$ cat config.mk
export PLATFORM = sky130hd
export DESIGN_NAME = page_table_with_victim_select_core_flat
export DESIGN_NICKNAME = d
export VERILOG_FILES = /design/src/design/ptvs_pkg.sv /design/src/design/ptvs_intf.sv /design/src/design/page_table_with_victim_select_core.sv /design/src/design/ptvs_reduce.sv /design/src/flat_wrapper.sv
export SDC_FILE = /design/constraint.sdc
export NUM_CORES = 2
export LEC_CHECK = 0
export ABC_AREA = 1
export BUFFER_PORTS_ARGS = -buffer_cell sky130_fd_sc_hd__buf_2
export CAP_MARGIN = 20
export CORE_MARGIN = 5
export CORE_UTILIZATION = 56
export DETAILED_ROUTE_END_ITERATION = 6
export GPL_ROUTABILITY_DRIVEN = 0
export GPL_TIMING_DRIVEN = 0
export PLACE_DENSITY = 0.7
export SLEW_MARGIN = 20
export SYNTH_ARGS = -nofsm -noshare
export SYNTH_HDL_FRONTEND = slang
export SYNTH_SLANG_ARGS = --single-unit
$ cat constraint.sdc
create_clock -name clk -period 17.4 [get_ports clk]
set_input_delay 0.87 -clock clk [delete_from_list [all_inputs] [get_ports clk]]
set_output_delay 0.87 -clock clk [all_outputs]
set_load 0.01 [all_outputs]
$ cat src/design/ptvs_pkg.sv
`timescale 1ns / 1ps
// ----------------------------------------------------------------------------
// ptvs_pkg
// Shared types and constants of the page table with victim selection.
// ----------------------------------------------------------------------------
package ptvs_pkg;

  localparam int OPCODE_W   = 3;
  localparam int PAGE_IDX_W = 8;
  localparam int FRAME_W    = 5;
  localparam int CNT_W      = 32;

  localparam int PAGES_DEF  = 256;
  localparam int FRAMES_DEF = 32;

  typedef enum logic [OPCODE_W-1:0] {
    OP_LOOKUP = 3'd0,
    OP_SET    = 3'd1,
    OP_UNSET  = 3'd2,
    OP_SET_RO = 3'd3,
    OP_FIND   = 3'd4,
    OP_VICTIM = 3'd5
  } op_t;

  typedef enum logic [2:0] {
    S_CLEAR,
    S_IDLE,
    S_REDUCE,
    S_SCAN,
    S_PAGE,
    S_ENTRY
  } state_t;

  typedef struct packed {
    logic               valid;
    logic               ro;
    logic [FRAME_W-1:0] frame;
  } entry_t;

endpackage

$ cat src/design/ptvs_intf.sv
`timescale 1ns / 1ps
// ----------------------------------------------------------------------------
// ptvs_in_if / ptvs_out_if
// Valid/ready channels for operation requests and their results.
// ----------------------------------------------------------------------------
interface ptvs_in_if import ptvs_pkg::*; ();
  logic                  valid;
  logic                  ready;
  logic [OPCODE_W-1:0]   opcode;
  logic [PAGE_IDX_W-1:0] page_index;
  logic [FRAME_W-1:0]    frame_in;
  logic                  readonly_value;
  logic [PAGE_IDX_W-1:0] random_start;
  logic [FRAME_W-1:0]    random_frame;

  modport source (
    output valid, opcode, page_index, frame_in, readonly_value, random_start,
           random_frame,
    input  ready
  );
  modport sink (
    input  valid, opcode, page_index, frame_in, readonly_value, random_start,
           random_frame,
    output ready
  );
endinterface

interface ptvs_out_if import ptvs_pkg::*; ();
  logic                  valid;
  logic                  ready;
  logic [FRAME_W-1:0]    frame_out;
  logic                  hit;
  logic [PAGE_IDX_W-1:0] page_out;
  logic                  entry_valid;
  logic                  entry_readonly;
  logic [CNT_W-1:0]      lookups_seen;
  logic [CNT_W-1:0]      faults_seen;
  logic [CNT_W-1:0]      sets_seen;

  modport source (
    output valid, frame_out, hit, page_out, entry_valid, entry_readonly,
           lookups_seen, faults_seen, sets_seen,
    input  ready
  );
  modport sink (
    input  valid, frame_out, hit, page_out, entry_valid, entry_readonly,
           lookups_seen, faults_seen, sets_seen,
    output ready
  );
endinterface

$ cat src/design/page_table_with_victim_select_core.sv
`timescale 1ns / 1ps
// ----------------------------------------------------------------------------
// page_table_with_victim_select_core
// Page table of PAGES entries (valid, readonly, frame) in one synchronous
// memory, with lookup, update, frame search and victim selection.
//
// in_ch carries one operation per transfer; out_ch returns exactly one result
// per operation, in order. After reset a clearing pass writes every entry to
// zero, one per cycle; in_ch.ready stays low meanwhile. Lookup, set, unset,
// set readonly and unused opcodes read their entry in S_IDLE, then update it
// and load the result in S_ENTRY. Find page scans the memory from page 0,
// one read per cycle. Victim first reduces its random start and frame, then
// scans circularly from the reduced start page. The single memory read port
// sets the pace of both scans. One operation is in work at a time. The result
// sits in an output register, so the next operation is accepted while it
// waits; a stalled receiver holds the block only when the next result is
// ready to be loaded.
// ----------------------------------------------------------------------------
module page_table_with_victim_select_core import ptvs_pkg::*; #(
  parameter int PAGES  = PAGES_DEF,
  parameter int FRAMES = FRAMES_DEF
) (
  input  logic      clk,
  input  logic      rst_n,
  ptvs_in_if.sink   in_ch,
  ptvs_out_if.source out_ch
);

  localparam int PW = $clog2(PAGES);
  localparam logic [PW-1:0] LAST = PW'(PAGES - 1);

  entry_t mem [PAGES];
  entry_t rd_data_r;
  logic [PW-1:0] rd_addr;
  logic          mem_we;
  logic [PW-1:0] mem_waddr;
  entry_t        mem_wdata;

  state_t state_r, state_nxt;
  logic [PW-1:0] clr_addr_r, clr_addr_nxt;
  logic [PW-1:0] scan_addr_r, scan_addr_nxt;
  logic [PW-1:0] chk_addr_r, chk_addr_nxt;
  logic [PW-1:0] chk_cnt_r, chk_cnt_nxt;
  logic          chk_vld_r, chk_vld_nxt;
  logic          res_hit_r, res_hit_nxt;
  logic [FRAME_W-1:0]    res_frame_r, res_frame_nxt;
  logic [PAGE_IDX_W-1:0] res_page_r, res_page_nxt;
  logic [CNT_W-1:0] lookups_r, lookups_nxt;
  logic [CNT_W-1:0] faults_r, faults_nxt;
  logic [CNT_W-1:0] sets_r, sets_nxt;
  logic          out_valid_r, out_valid_nxt;

  logic [OPCODE_W-1:0]   op_r;
  logic [FRAME_W-1:0]    frame_r;
  logic                  ro_r;
  logic [PW-1:0]         page_addr_r;
  logic                  inrange_r;

  logic in_fire, out_free, out_load, red_load, red_done;
  logic [PAGE_IDX_W-1:0] red_start;
  logic [FRAME_W-1:0]    red_frame;
  logic scan_match;

  entry_t ent_new;
  logic   ent_we, ent_hit, inc_lookup, inc_fault, inc_set;
  logic [FRAME_W-1:0] ent_frame;

  assign in_ch.ready = (state_r == S_IDLE);
  assign in_fire     = in_ch.valid && in_ch.ready;
  assign out_free    = !out_valid_r || out_ch.ready;

  ptvs_reduce #(.PAGES(PAGES), .FRAMES(FRAMES)) u_reduce (
    .clk       (clk),
    .load      (red_load),
    .start_in  (in_ch.random_start),
    .frame_in  (in_ch.random_frame),
    .done      (red_done),
    .start_out (red_start),
    .frame_out (red_frame)
  );

  always_ff @(posedge clk) begin
    if (mem_we) mem[mem_waddr] <= mem_wdata;
    rd_data_r <= mem[rd_addr];
  end

  always_comb begin
    scan_match = (op_r == OP_FIND) ? (rd_data_r.frame == frame_r)
                                   : (rd_data_r.valid && !rd_data_r.ro);
  end

  // read-modify-write of the addressed entry, with result and counter flags per opcode
  always_comb begin
    ent_new    = rd_data_r;
    ent_we     = 1'b0;
    ent_hit    = 1'b0;
    ent_frame  = '0;
    inc_lookup = 1'b0;
    inc_fault  = 1'b0;
    inc_set    = 1'b0;
    unique case (op_r)
      OP_LOOKUP: begin
        inc_lookup = 1'b1;
        if (inrange_r && rd_data_r.valid) begin
          ent_hit   = 1'b1;
          ent_frame = rd_data_r.frame;
        end else begin
          inc_fault = 1'b1;
        end
      end
      OP_SET: begin
        inc_set = 1'b1;
        ent_new = '{valid: 1'b1, ro: 1'b1, frame: frame_r};
        ent_we  = inrange_r;
      end
      OP_UNSET: begin
        ent_new.valid = 1'b0;
        ent_we        = inrange_r;
      end
      OP_SET_RO: begin
        ent_new.ro = ro_r;
        ent_we     = inrange_r;
      end
      OP_FIND: begin
        ent_hit = res_hit_r;
      end
      OP_VICTIM: begin
        ent_hit   = res_hit_r;
        ent_frame = res_frame_r;
      end
      default: ;
    endcase
  end

  always_comb begin
    state_nxt     = state_r;
    clr_addr_nxt  = clr_addr_r;
    scan_addr_nxt = scan_addr_r;
    chk_addr_nxt  = chk_addr_r;
    chk_cnt_nxt   = chk_cnt_r;
    chk_vld_nxt   = chk_vld_r;
    res_hit_nxt   = res_hit_r;
    res_frame_nxt = res_frame_r;
    res_page_nxt  = res_page_r;
    lookups_nxt   = lookups_r;
    faults_nxt    = faults_r;
    sets_nxt      = sets_r;
    rd_addr       = page_addr_r;
    mem_we        = 1'b0;
    mem_waddr     = clr_addr_r;
    mem_wdata     = '0;
    red_load      = 1'b0;
    out_load      = 1'b0;
    unique case (state_r)
      S_CLEAR: begin
        mem_we = 1'b1;
        if (clr_addr_r == LAST) state_nxt = S_IDLE;
        else clr_addr_nxt = clr_addr_r + 1'b1;
      end
      S_IDLE: begin
        rd_addr       = PW'(in_ch.page_index);
        res_hit_nxt   = 1'b0;
        res_frame_nxt = '0;
        res_page_nxt  = '0;
        scan_addr_nxt = '0;
        chk_cnt_nxt   = '0;
        chk_vld_nxt   = 1'b0;
        if (in_fire) begin
          unique case (in_ch.opcode)
            OP_FIND:   state_nxt = S_SCAN;
            OP_VICTIM: begin
              red_load  = 1'b1;
              state_nxt = S_REDUCE;
            end
            default:   state_nxt = S_ENTRY;
          endcase
        end
      end
      S_REDUCE: begin
        if (red_done) begin
          scan_addr_nxt = PW'(red_start);
          state_nxt     = S_SCAN;
        end
      end
      S_SCAN: begin
        rd_addr       = scan_addr_r;
        scan_addr_nxt = (scan_addr_r == LAST) ? '0 : scan_addr_r + 1'b1;
        chk_addr_nxt  = scan_addr_r;
        chk_vld_nxt   = 1'b1;
        if (chk_vld_r) begin
          if (scan_match) begin
            res_hit_nxt = 1'b1;
            if (op_r == OP_VICTIM) res_frame_nxt = rd_data_r.frame;
            else res_page_nxt = PAGE_IDX_W'(chk_addr_r);
            state_nxt = S_PAGE;
          end else if (chk_cnt_r == LAST) begin
            if (op_r == OP_VICTIM) res_frame_nxt = red_frame;
            state_nxt = S_PAGE;
          end else begin
            chk_cnt_nxt = chk_cnt_r + 1'b1;
          end
        end
      end
      S_PAGE: begin
        state_nxt = S_ENTRY;
      end
      S_ENTRY: begin
        if (out_free) begin
          out_load  = 1'b1;
          mem_we    = ent_we;
          mem_waddr = page_addr_r;
          mem_wdata = ent_new;
          if (inc_lookup && lookups_r != '1) lookups_nxt = lookups_r + 1'b1;
          if (inc_fault && faults_r != '1)   faults_nxt  = faults_r + 1'b1;
          if (inc_set && sets_r != '1)       sets_nxt    = sets_r + 1'b1;
          state_nxt = S_IDLE;
        end
      end
      default: state_nxt = S_IDLE;
    endcase
  end

  assign out_valid_nxt = out_load ? 1'b1 : (out_ch.ready ? 1'b0 : out_valid_r);

  always_ff @(posedge clk) begin
    if (!rst_n) begin
      state_r     <= S_CLEAR;
      clr_addr_r  <= '0;
      chk_vld_r   <= 1'b0;
      lookups_r   <= '0;
      faults_r    <= '0;
      sets_r      <= '0;
      out_valid_r <= 1'b0;
    end else begin
      state_r     <= state_nxt;
      clr_addr_r  <= clr_addr_nxt;
      chk_vld_r   <= chk_vld_nxt;
      lookups_r   <= lookups_nxt;
      faults_r    <= faults_nxt;
      sets_r      <= sets_nxt;
      out_valid_r <= out_valid_nxt;
    end
  end

  always_ff @(posedge clk) begin
    scan_addr_r <= scan_addr_nxt;
    chk_addr_r  <= chk_addr_nxt;
    chk_cnt_r   <= chk_cnt_nxt;
    res_hit_r   <= res_hit_nxt;
    res_frame_r <= res_frame_nxt;
    res_page_r  <= res_page_nxt;
    if (in_fire) begin
      op_r        <= in_ch.opcode;
      frame_r     <= in_ch.frame_in;
      ro_r        <= in_ch.readonly_value;
      page_addr_r <= PW'(in_ch.page_index);
      inrange_r   <= {{(32-PAGE_IDX_W){1'b0}}, in_ch.page_index} < 32'(PAGES);
    end
    if (out_load) begin
      out_ch.frame_out      <= ent_frame;
      out_ch.hit            <= ent_hit;
      out_ch.page_out       <= res_page_r;
      out_ch.entry_valid    <= inrange_r && ent_new.valid;
      out_ch.entry_readonly <= inrange_r && ent_new.ro;
      out_ch.lookups_seen   <= lookups_nxt;
      out_ch.faults_seen    <= faults_nxt;
      out_ch.sets_seen      <= sets_nxt;
    end
  end

  assign out_ch.valid = out_valid_r;

  // faults are only ever counted together with a lookup
  a_faults_le_lookups: assert property (@(posedge clk) disable iff (!rst_n)
    faults_r <= lookups_r)
    else $error("fault count exceeds lookup count");

  a_scan_bound: assert property (@(posedge clk) disable iff (!rst_n)
    (state_r == S_SCAN) |-> (chk_cnt_r <= LAST && scan_addr_r <= LAST))
    else $error("scan ran past the table");

  a_one_result: assert property (@(posedge clk) disable iff (!rst_n)
    out_load |-> (state_r == S_ENTRY && !(in_fire)))
    else $error("result loaded outside entry update");

endmodule

$ cat src/design/ptvs_reduce.sv
`timescale 1ns / 1ps
// ----------------------------------------------------------------------------
// ptvs_reduce
// Iterative reduction of the random start page modulo PAGES and of the
// fallback frame modulo FRAMES, one subtraction per cycle each.
// ----------------------------------------------------------------------------
module ptvs_reduce import ptvs_pkg::*; #(
  parameter int PAGES  = PAGES_DEF,
  parameter int FRAMES = FRAMES_DEF
) (
  input  logic                  clk,
  input  logic                  load,
  input  logic [PAGE_IDX_W-1:0] start_in,
  input  logic [FRAME_W-1:0]    frame_in,
  output logic                  done,
  output logic [PAGE_IDX_W-1:0] start_out,
  output logic [FRAME_W-1:0]    frame_out
);

  logic [PAGE_IDX_W-1:0] start_r;
  logic [FRAME_W-1:0]    frame_r;
  logic                  start_big;
  logic                  frame_big;

  assign start_big = {{(32-PAGE_IDX_W){1'b0}}, start_r} >= 32'(PAGES);
  assign frame_big = {{(32-FRAME_W){1'b0}}, frame_r} >= 32'(FRAMES);

  always_ff @(posedge clk) begin
    if (load) begin
      start_r <= start_in;
      frame_r <= frame_in;
    end else begin
      if (start_big) start_r <= start_r - PAGE_IDX_W'(PAGES);
      if (frame_big) frame_r <= frame_r - FRAME_W'(FRAMES);
    end
  end

  assign done      = !start_big && !frame_big;
  assign start_out = start_r;
  assign frame_out = frame_r;

endmodule

$ cat src/flat_wrapper.sv
// flat-port wrapper written by rule: the top's interface ports become plain ports
module page_table_with_victim_select_core_flat import ptvs_pkg::*;
#(
  parameter int PAGES  = PAGES_DEF,
  parameter int FRAMES = FRAMES_DEF
)
  (clk, rst_n, in_ch_valid, in_ch_opcode, in_ch_page_index, in_ch_frame_in, in_ch_readonly_value, in_ch_random_start, in_ch_random_frame, in_ch_ready, out_ch_valid, out_ch_frame_out, out_ch_hit, out_ch_page_out, out_ch_entry_valid, out_ch_entry_readonly, out_ch_lookups_seen, out_ch_faults_seen, out_ch_sets_seen, out_ch_ready);
  ptvs_in_if in_ch_i ();
  ptvs_out_if out_ch_i ();
  input  logic clk;
  input  logic rst_n;
  input wire logic [$bits(in_ch_i.valid)-1:0] in_ch_valid;
  input wire logic [$bits(in_ch_i.opcode)-1:0] in_ch_opcode;
  input wire logic [$bits(in_ch_i.page_index)-1:0] in_ch_page_index;
  input wire logic [$bits(in_ch_i.frame_in)-1:0] in_ch_frame_in;
  input wire logic [$bits(in_ch_i.readonly_value)-1:0] in_ch_readonly_value;
  input wire logic [$bits(in_ch_i.random_start)-1:0] in_ch_random_start;
  input wire logic [$bits(in_ch_i.random_frame)-1:0] in_ch_random_frame;
  output wire logic [$bits(in_ch_i.ready)-1:0] in_ch_ready;
  output wire logic [$bits(out_ch_i.valid)-1:0] out_ch_valid;
  output wire logic [$bits(out_ch_i.frame_out)-1:0] out_ch_frame_out;
  output wire logic [$bits(out_ch_i.hit)-1:0] out_ch_hit;
  output wire logic [$bits(out_ch_i.page_out)-1:0] out_ch_page_out;
  output wire logic [$bits(out_ch_i.entry_valid)-1:0] out_ch_entry_valid;
  output wire logic [$bits(out_ch_i.entry_readonly)-1:0] out_ch_entry_readonly;
  output wire logic [$bits(out_ch_i.lookups_seen)-1:0] out_ch_lookups_seen;
  output wire logic [$bits(out_ch_i.faults_seen)-1:0] out_ch_faults_seen;
  output wire logic [$bits(out_ch_i.sets_seen)-1:0] out_ch_sets_seen;
  input wire logic [$bits(out_ch_i.ready)-1:0] out_ch_ready;
  assign in_ch_i.valid = in_ch_valid;
  assign in_ch_i.opcode = in_ch_opcode;
  assign in_ch_i.page_index = in_ch_page_index;
  assign in_ch_i.frame_in = in_ch_frame_in;
  assign in_ch_i.readonly_value = in_ch_readonly_value;
  assign in_ch_i.random_start = in_ch_random_start;
  assign in_ch_i.random_frame = in_ch_random_frame;
  assign in_ch_ready = in_ch_i.ready;
  assign out_ch_valid = out_ch_i.valid;
  assign out_ch_frame_out = out_ch_i.frame_out;
  assign out_ch_hit = out_ch_i.hit;
  assign out_ch_page_out = out_ch_i.page_out;
  assign out_ch_entry_valid = out_ch_i.entry_valid;
  assign out_ch_entry_readonly = out_ch_i.entry_readonly;
  assign out_ch_lookups_seen = out_ch_i.lookups_seen;
  assign out_ch_faults_seen = out_ch_i.faults_seen;
  assign out_ch_sets_seen = out_ch_i.sets_seen;
  assign out_ch_i.ready = out_ch_ready;
  page_table_with_victim_select_core #(.PAGES(PAGES), .FRAMES(FRAMES)) u_core (.clk(clk), .rst_n(rst_n), .in_ch(in_ch_i), .out_ch(out_ch_i));
endmodule
==> impl_metrics.env <==
export IMPL_status="complete, but fails checks"
export IMPL_violations="DRC"
export IMPL_yosys_warnings=0
export IMPL_syn_nets=8538
export IMPL_cp_max_fo=10
export IMPL_multi_input_area_mm2=0.0216
export IMPL_drtAntennaViolNets=0
export IMPL_cap_violations=0
export IMPL_grt_max_degree=66
export IMPL_io_pins=148
export IMPL_place_inst=10919
export IMPL_htreeDepth=4
export IMPL_cts_hold_buf=0
export IMPL_chipHeight_um=413
export IMPL_cts_buffer_depth=3
export IMPL_post_cts_buffers=0
export IMPL_antenna_found_initial=18
export IMPL_drive_above_1_share_pct=10.2
export IMPL_cts_sinks=2088
export IMPL_synth_area_mm2=0.0910
export IMPL_synth_top_area_cell="edfxtp_1"
export IMPL_nFillCells=12281
export IMPL_ys_flop_type="edfxtp_1"
export IMPL_rsz0062_at_grt="false"
export IMPL_slew_violations=0
export IMPL_synth_cell_types=45
export IMPL_grt_pass1_wl_mm=410
export IMPL_synth_edf_count=1972
export IMPL_fin_nets=8992
export IMPL_cts_repair_resized=0
export IMPL_grt_pass1_vias=63961
export IMPL_yosysSeqAreaShare_pct=67.6
export IMPL_syn_avg_cell_area_um2=10.7
export IMPL_synth_area_leaders="edfxtp_1 65%, nand3_1 6.8%, nand2_1 6.1%, inv_1 6.0%, dfxtp_1 2.6%"
export IMPL_route_vias_total=67863
export IMPL_crit_path_end_kind="flip-flop"
export IMPL_clk_pin_slew_ns=0.06
export IMPL_setup_viol=0
export IMPL_finalCritPeriodShare_pct=28.2
export IMPL_synth_seq_cells=2088
export IMPL_setup_tns_ns=0
export IMPL_first_pass_iters=7
export IMPL_fin_skew_ns=0.0374
export IMPL_yosysTopAreaCellShare_pct=65.1
export IMPL_wl_per_cell_um=25.1
export IMPL_ir_drop_mv=0.141
export IMPL_fin_crit_ns=4.90
export IMPL_ys_async_sr_fraction_pct=0
export IMPL_area_delta_synth_final_pct=14.3
export IMPL_power_density_mw_per_mm2=146
export IMPL_ctsRootBufferMaster="clkbuf_16"
export IMPL_drcViolationCount=7
export IMPL_clock_latency_ns=0.88
export IMPL_start_util_pct=56.1
export IMPL_die_area_mm2=0.171
export IMPL_die_w_um=413
export IMPL_netlist_instances=8498
export IMPL_relSlewSlack_pct=22.5
export IMPL_worst_slew_pin_slew_ns=1.16
export IMPL_viasPerCell=5.99
export IMPL_critPathLaunchType="flip-flop"
export IMPL_cp_data_arrival_time_ns=5.65
export IMPL_power_leakage_nw=41.1
export IMPL_grtUsageTotal_pct=32.9
export IMPL_drt_iter0_drc=10308
export IMPL_row_count=148
export IMPL_grt_overflow=0
export IMPL_dp_hpwl_mm=204
export IMPL_hp_class="in -> reg"
export IMPL_criticalPathCategory="reg -> reg"
export IMPL_seq_area_mm2=0.0615
export IMPL_r2r_slack_ns=12.50
export IMPL_cts_made_buffers=206
export IMPL_max_freq_mhz=204
export IMPL_final_cells=11321
export IMPL_finalWirelength_mm=284
export IMPL_core_mm2=0.162
export IMPL_port_buffer_count=147
export IMPL_cts_tree="yes"
export IMPL_finalHoldViolCount=0
export IMPL_crit_required_ns=18.15
[worst max-delay path: stages, from the launching register on]
cell and delay, ns:
dfxtp_1 0.43, inv_2 0.10, nand2_2 0.22, nor2_4 0.08, inv_2 0.18, o21a_1 0.67, buf_2 0.66, buf_1 0.86
nand3_1 0.39, nand3_1 0.25, nand3_1 0.14, nand3_1 0.12, nand3_1 0.32, nand2_1 0.35
[Yosys cell counts, drive strengths merged, types with 6 or more instances]
cell type,n
a21oi,67
buf,358
clkbuf,158
dfxtp,116
edfxtp,1972
ha,6
inv,1455
nand2,1491
nand3,1243
nand4,337
nor2,445
nor3,48
nor4,16
o211ai,309
o21ai,356
o22ai,12
or2,17
xnor2,10
xor2,55
[final cells by class]
type / count / area share [%]
Clock inverter: 134 / 1.38
Tap cell: 2175 / 2.62
Timing Repair Buffer: 246 / 3.24
Antenna cell: 16 / 0.0385
Multi-Input combinational cell: 4438 / 20.7
Clock buffer: 252 / 5.17
Buffer: 516 / 2.42
Sequential cell: 2088 / 59.2
Inverter: 1456 / 5.26
[state kept, by name, summed over array words and instances (netlist names), 8 cells and up]
name                        cells
u_core.mem                   1792
u_core.faults_r                32
u_core.lookups_r               32
u_core.out_ch.faults_seen      32
u_core.out_ch.lookups_seen     32
u_core.out_ch.sets_seen        32
u_core.sets_r                  32
u_core.chk_addr_r               8
u_core.chk_cnt_r                8
u_core.clr_addr_r               8
u_core.out_ch.page_out          8
u_core.page_addr_r              8
u_core.res_page_r               8
u_core.scan_addr_r              8
u_core.u_reduce.start_out       8
[worst paths after layout]
path	cells after the start	to	from
setup / recovery	13	u_core.rd_data_r[2]$_DFF_P_	u_core.state_r[2]$_SDFFE_PN0P_
hold / removal	1	u_core.u_reduce.start_out[3]$_DFFE_PP_	in_ch_random_start[3]
setup reg to reg	13	u_core.rd_data_r[2]$_DFF_P_	u_core.state_r[2]$_SDFFE_PN0P_
hold reg to reg	0	u_core.out_ch.page_out[0]$_DFFE_PP_	u_core.res_page_r[0]$_SDFFCE_PP0P_
[where the power goes]
group	internal, W	switching (W)
combinational	0.00126	0.00370
clock	0.00255	0.00197
sequential	0.00567	0.0000482
total	0.00948	0.00571
[per-layer routing]
metal  routed length (um)  up-vias  global-route usage [%]
li1                     -    29959                       -
met1               101000    32201                    42.3
met4                19800       16                    19.3
met2               127000     4708                    50.4
met5                  121        -                       0
met3                36300      979                    9.11
[logic make-up after synthesis]
group,count (synthesis),share of synthesized area [%]
XOR/XNOR,65,0.626
AO/OA/AOI/OAI,759,5.09
AND/OR/NAND/NOR,3608,17.8
flip-flops,2088,67.6
adder cells (fa/ha/maj),6,0.0825
buffers and inverters,1972,8.76
[per-stage QoR]
| step | total power [W] | cell area, um2 | utilization (%) | setup slack, ns | hold WS [ns] |
|---|---|---|---|---|---|
| after global routing | 0.0156 | 104000 | 64.1 | 12.56 | 0.176 |
| final | 0.0152 | 104000 | 64.1 | 12.50 | 0.196 |
| after global placement | 0.0104 | 94400 | 58.2 | -8.81 | 0.407 |
| after CTS | 0.0150 | 104000 | 64.1 | 12.78 | 0.164 |
| after floorplan | 0.00849 | 91000 | - | 5.07 | 0.400 |
| after detailed placement | 0.0105 | 97200 | 59.9 | 12.32 | 0.405 |
[layout by cell type (no fill, tap or decap), drive strengths merged, types with 16 or more instances in the layout]
master  instances
clkinv         90
o211ai        309
nand4         337
nand3        1243
or2            17
bufinv         23
nor2          445
a21oi          67
nand2        1491
inv          1465
nor4           16
o21ai         356
diode          16
xor2           55
clkbuf        410
dfxtp         116
edfxtp       1972
nor3           48
buf           604
Note: power is estimated with default switching activity, not from simulation.
